<file path="src/hw/rtl/maximum_clique_search_core_macros.svh">
// ----------------------------------------------------------------------------
// maximum clique search core assertion macros
// Shared concurrent assertion forms, empty when synthesizing.
// ----------------------------------------------------------------------------
`ifndef MAXIMUM_CLIQUE_SEARCH_CORE_MACROS_SVH
`define MAXIMUM_CLIQUE_SEARCH_CORE_MACROS_SVH
`ifndef SYNTHESIS
// condition holds at every clock edge out of reset
`define MCS_ASSERT_ALWAYS(lbl, cond, msg) \
    lbl: assert property (@(posedge i_clk) disable iff (!i_rst_n) (cond)) \
        else $error(msg);
// consequent holds in the same cycle as the antecedent
`define MCS_ASSERT_IMPLIES(lbl, ante, cons, msg) \
    lbl: assert property (@(posedge i_clk) disable iff (!i_rst_n) (ante) |-> (cons)) \
        else $error(msg);
// consequent holds in the cycle after the antecedent
`define MCS_ASSERT_NEXT(lbl, ante, cons, msg) \
    lbl: assert property (@(posedge i_clk) disable iff (!i_rst_n) (ante) |=> (cons)) \
        else $error(msg);
`else
`define MCS_ASSERT_ALWAYS(lbl, cond, msg)
`define MCS_ASSERT_IMPLIES(lbl, ante, cons, msg)
`define MCS_ASSERT_NEXT(lbl, ante, cons, msg)
`endif
`endif

</file>
<file path="src/hw/rtl/mcs_pkg.sv">
// ----------------------------------------------------------------------------
// mcs_pkg
// Request codes, field widths and controller/datapath interface structs.
// ----------------------------------------------------------------------------
package mcs_pkg;

    // field widths
    localparam int REQ_W    = 2;
    localparam int VERTEX_W = 6;
    localparam int NUM_W    = 7;
    localparam int MASK_W   = 64;
    localparam int SIZE_W   = 7;
    localparam int IN_DATA_W  = 16;
    localparam int OUT_DATA_W = 72;

    // request kinds
    typedef enum logic [REQ_W-1:0] {
        REQ_ADD_EDGE = 2'd0,
        REQ_SEARCH   = 2'd1,
        REQ_CLEAR    = 2'd2
    } t_req;

    // controller to datapath commands
    typedef struct packed {
        logic in_load;
        logic graph_clr;
        logic edge_rd_a;
        logic edge_wr_a;
        logic edge_wr_b;
        logic srch_init;
        logic srch_count;
        logic srch_eval;
        logic srch_adj;
        logic srch_pop;
        logic out_load;
    } t_cmd;

    // datapath to controller status
    typedef struct packed {
        logic edge_ok;
        logic no_vertices;
        logic prune;
        logic last_entry;
        logic push_ok;
        logic out_busy;
    } t_stat;

endpackage

</file>
<file path="src/hw/rtl/mcs_ctrl.sv">
// ----------------------------------------------------------------------------
// mcs_ctrl
// Sequencer for edge updates, graph clear and the branch-and-bound walk.
// ----------------------------------------------------------------------------
`include "maximum_clique_search_core_macros.svh"

module mcs_ctrl (
    input  logic                       i_clk,
    input  logic                       i_rst_n,
    input  logic                       i_in_valid,
    input  logic [mcs_pkg::REQ_W-1:0]  i_req_type,
    output logic                       o_in_ready,
    input  mcs_pkg::t_stat             i_stat,
    output mcs_pkg::t_cmd              o_cmd
);

    typedef enum logic [9:0] {
        ST_IDLE   = 10'b00_0000_0001,
        ST_E_RDA  = 10'b00_0000_0010,
        ST_E_WRA  = 10'b00_0000_0100,
        ST_E_WRB  = 10'b00_0000_1000,
        ST_S_INIT = 10'b00_0001_0000,
        ST_S_CNT  = 10'b00_0010_0000,
        ST_S_EVAL = 10'b00_0100_0000,
        ST_S_ADJ  = 10'b00_1000_0000,
        ST_S_POP  = 10'b01_0000_0000,
        ST_DONE   = 10'b10_0000_0000
    } t_state;

    t_state        r_state;
    t_state        n_state;
    logic          accept;
    mcs_pkg::t_req req;

    assign o_in_ready = (r_state == ST_IDLE);
    assign accept     = i_in_valid && o_in_ready;
    assign req        = mcs_pkg::t_req'(i_req_type);

    // next state and command decode
    always_comb begin
        n_state = r_state;
        o_cmd   = '0;
        case (r_state)
            ST_IDLE: begin
                if (accept) begin
                    o_cmd.in_load = 1'b1;
                    case (req)
                        mcs_pkg::REQ_ADD_EDGE: n_state = ST_E_RDA;
                        mcs_pkg::REQ_SEARCH:   n_state = ST_S_INIT;
                        mcs_pkg::REQ_CLEAR:    o_cmd.graph_clr = 1'b1;
                        default:               n_state = ST_IDLE;
                    endcase
                end
            end
            ST_E_RDA: begin
                o_cmd.edge_rd_a = 1'b1;
                n_state = i_stat.edge_ok ? ST_E_WRA : ST_IDLE;
            end
            ST_E_WRA: begin
                o_cmd.edge_wr_a = 1'b1;
                n_state = ST_E_WRB;
            end
            ST_E_WRB: begin
                o_cmd.edge_wr_b = 1'b1;
                n_state = ST_IDLE;
            end
            ST_S_INIT: begin
                o_cmd.srch_init = 1'b1;
                n_state = i_stat.no_vertices ? ST_DONE : ST_S_CNT;
            end
            ST_S_CNT: begin
                o_cmd.srch_count = 1'b1;
                n_state = ST_S_EVAL;
            end
            ST_S_EVAL: begin
                o_cmd.srch_eval = 1'b1;
                if (!i_stat.prune) begin
                    n_state = ST_S_ADJ;
                end else if (i_stat.last_entry) begin
                    n_state = ST_DONE;
                end else begin
                    n_state = ST_S_POP;
                end
            end
            ST_S_ADJ: begin
                o_cmd.srch_adj = 1'b1;
                n_state = i_stat.push_ok ? ST_S_CNT : ST_S_EVAL;
            end
            ST_S_POP: begin
                o_cmd.srch_pop = 1'b1;
                n_state = ST_S_CNT;
            end
            ST_DONE: begin
                if (!i_stat.out_busy) begin
                    o_cmd.out_load = 1'b1;
                    n_state = ST_IDLE;
                end
            end
            default: n_state = ST_IDLE;
        endcase
    end

    // state register
    always_ff @(posedge i_clk) begin
        if (!i_rst_n) begin
            r_state <= ST_IDLE;
        end else begin
            r_state <= n_state;
        end
    end

    `MCS_ASSERT_IMPLIES(a_out_slot_free, o_cmd.out_load, !i_stat.out_busy, "result loaded over a held one")
    `MCS_ASSERT_ALWAYS(a_one_step, $onehot0({o_cmd.edge_rd_a, o_cmd.edge_wr_a, o_cmd.edge_wr_b, o_cmd.srch_init, o_cmd.srch_count, o_cmd.srch_eval, o_cmd.srch_adj, o_cmd.srch_pop}), "two datapath steps at once")

endmodule

</file>
<file path="config.mk">
export PLATFORM = sky130hd
export DESIGN_NAME = mcs_ctrl
export DESIGN_NICKNAME = d
export VERILOG_FILES = /design/src/hw/rtl/mcs_pkg.sv /design/src/hw/rtl/mcs_ctrl.sv
export VERILOG_INCLUDE_DIRS = /design/src /design/src/hw/rtl
export SDC_FILE = /design/constraint.sdc
export NUM_CORES = 1
export LEC_CHECK = 0
export ABC_AREA = 1
export BUFFER_PORTS_ARGS = -buffer_cell sky130_fd_sc_hd__buf_2
export CELL_PAD_IN_SITES_DETAIL_PLACEMENT = 1
export CELL_PAD_IN_SITES_GLOBAL_PLACEMENT = 1
export CORE_ASPECT_RATIO = 1.5
export CORE_UTILIZATION = 35
export CTS_CLUSTER_SIZE = 14
export DETAILED_ROUTE_END_ITERATION = 10
export HOLD_SLACK_MARGIN = 0.08
export PLACE_DENSITY_LB_ADDON = 0.3
export SYNTH_ARGS = -nofsm -noshare
export SYNTH_HDL_FRONTEND = slang
export SYNTH_SLANG_ARGS = --single-unit
</file>
<file path="constraint.sdc">
create_clock -name i_clk -period 1.9 [get_ports i_clk]
set_input_delay 0.19 -clock i_clk [delete_from_list [all_inputs] [get_ports i_clk]]
set_output_delay 0.19 -clock i_clk [all_outputs]
set_load 0.01 [all_outputs]
</file>
==> impl_metrics.yaml <==
outcome:
  status: "completed"
synthesis:
  syn_area_sq_um: 773.2
  synth_seq_cells: 10
  synth_fp_nets: 134
  synth_area_per_cell_sq_um: 6.287
  synth.distinct_cells: 19
  syn_inst: 123
  synth_seq_area_share_pct: 25.89
  synth_warnings: 0
clock_network:
  htreeDepth: 1
  cts_setup_buffers: 0
  hold_buffers: 0
  post_cts_resize_count: 0
  cts.sinks: 10
  cts_tree: "yes"
  worstSkewPairLatency_ps: 270
  cts_max_path_buffers: 2
  clk_pin_slew_ps: 70
  cts_made_buffers: 3
  clock-root-buffer: "clkbuf_4"
power_and_ir_drop:
  pwr_density_cell_mw_per_mm2: 598.7
  power_w: 0.0005670
  p_leak_nw: 0.5813
  irDropWorstVdd_mv: 0.3557
finish:
  layout-drive-gt1-share_pct: 36.91
  top_register: "r_state"
  nFillCells: 296
  largest_reg_flops: 10
  finalNonFillerCells: 171
  seqCellArea_sq_um: 200.2
  diodes: 0
  syn_to_final_growth_pct: 22.49
  fin_nets: 161
  multi_input_area_sq_um: 450.4
  top_regs: "r_state (10)"
timing:
  hold_violations: 0
  rsz0062_at_grt: "no"
  fmax_mhz: 639.5
  fin_setup_tns_ps: 0
  clock_skew_ps: 10.98
  period_share_pct: 82.30
  period_minus_slack_ps: 1564
  relSlewSlack_pct: 82.65
  worstMarginPinSlew_ps: 259.9
  slew_viol_final: 0
  setup_viol: 0
floorplanning:
  die_width_microns: 40.38
  die_area_sq_mm: 0.002405
  rows: 20
  core_sq_mm: 0.002052
  dieHeight_microns: 59.57
  start_util_pct: 37.68
  io_pins: 23
hold_path:
  hp-class: "input port to flip-flop"
  whs_path_depth: 2
  min_from: "i_stat[2]"
grt:
  overflow: 0
  grt_max_degree: 8
  grtUsageTotal_pct: 20.26
  antenna_found_initial: 0
  grt_pass1_vias: 835
  grt_pass1_wl_mm: 3.332
routing:
  wl_per_cell_microns: 11.99
  viasPerCell: 4.760
  drtIter0Drc: 7
  first_pass_iters: 4
  drc: 0
  postRouteWirelength_mm: 2.051
  vias: 814
  ant_nets: 0
worst_setup_path:
  worstPathMaxFanout: 7
  critPathKind: "flip-flop to output port"
  crit_path_end_kind: "output port"
  crit_required_ps: 1710
  crit_path_start: "r_state[6]"
  setup.worst_path.start_class: "flip-flop"
  cp.arrival_ps: 1370
  ff2ff_path_depth: 10
  rr_startpoint: "r_state[2]"
place:
  dpl.hpwl_mm: 1.768
  port_buffers: 22
  place_inst: 167
  place.gp.congestion: 0.8177
job:
  max-cap-violations: 0
## logic make-up after synthesis
| logic type | synth area share [%] |
|---|---|
| AND/OR/NAND/NOR | 56.47 |
| buffers and inverters | 15.86 |
| flip-flops | 25.89 |
| AO/OA/AOI/OAI | 1.780 |
## per-layer routing
metal	GRT usage, %	wire length (microns)	vias up
li1	-	-	419
met4	8.571	44	0
met3	2.256	37	6
met2	38.55	1151	18
met1	20.05	818	371
met5	0	0	-
## path summary, 6_finish.rpt
| path | end | slack, ps |
|---|---|---|
| hold reg to reg | r_state[6] | 660 |
| hold / removal | r_state[8] | 90 |
| setup reg to reg | r_state[0] | 550 |
| setup / recovery | o_cmd[9] | 340 |
## metrics by stage
step           setup slack, ps  instance area (sq um)  hold slack, ps  util (%)
3_5_place_dp             558.6                  910.9           377.9     44.39
3_3_place_gp             597.7                  910.9           373.4     44.39
5_1_grt                  236.5                  947.2           86.60     46.16
2_1_floorplan            708.0                  773.2           267.3         -
6_report                 336.4                  947.2           92.51     46.16
4_1_cts                  305.1                  947.2           87.00     46.16
## cell usage in the layout, fill, tap and decap left out, drive strengths merged, types with 4 or more instances in the layout
cell,n
buf,22
nor2,21
inv,32
nor3,7
nand3,12
nand2,35
dfxtp,10
clkbuf,4
## report_power, final
group	internal, W	switching, W	leakage [nW]
combinational	0.0000570	0.0000943	0.479
clock	0.000116	0.0000766	0.0210
sequential	0.000215	0.00000781	0.0809
total	0.000388	0.000179	0.581
## cell usage after synthesis (all sizes together)
cell / instances / area (sq um)
nor2b: 1 / 8.760
nand4: 1 / 6.260
nand3b: 1 / 20.02
o221ai: 1 / 8.760
nor3: 7 / 50.05
nand3: 12 / 60.06
dfxtp: 10 / 200.2
nand2: 35 / 168.9
nor2: 21 / 116.4
inv: 32 / 122.6
nor4: 1 / 6.260
a21oi: 1 / 5.000
## final cells by class
class,instances,share of cell area [%]
Tap cell,22,2.906
Inverter,32,12.95
Clock buffer,4,3.831
Sequential cell,10,21.14
Multi-Input combinational cell,81,47.56
Timing Repair Buffer,22,11.62
## worst max-delay path, cell delays in order (launching register included)
cell and delay, ps:
dfxtp_1 330, nor2_2 180, nand2_4 110, nor2_2 110
nand2_2 90, nor3_1 130, buf_2 150
(Power assumes the default switching activity.)
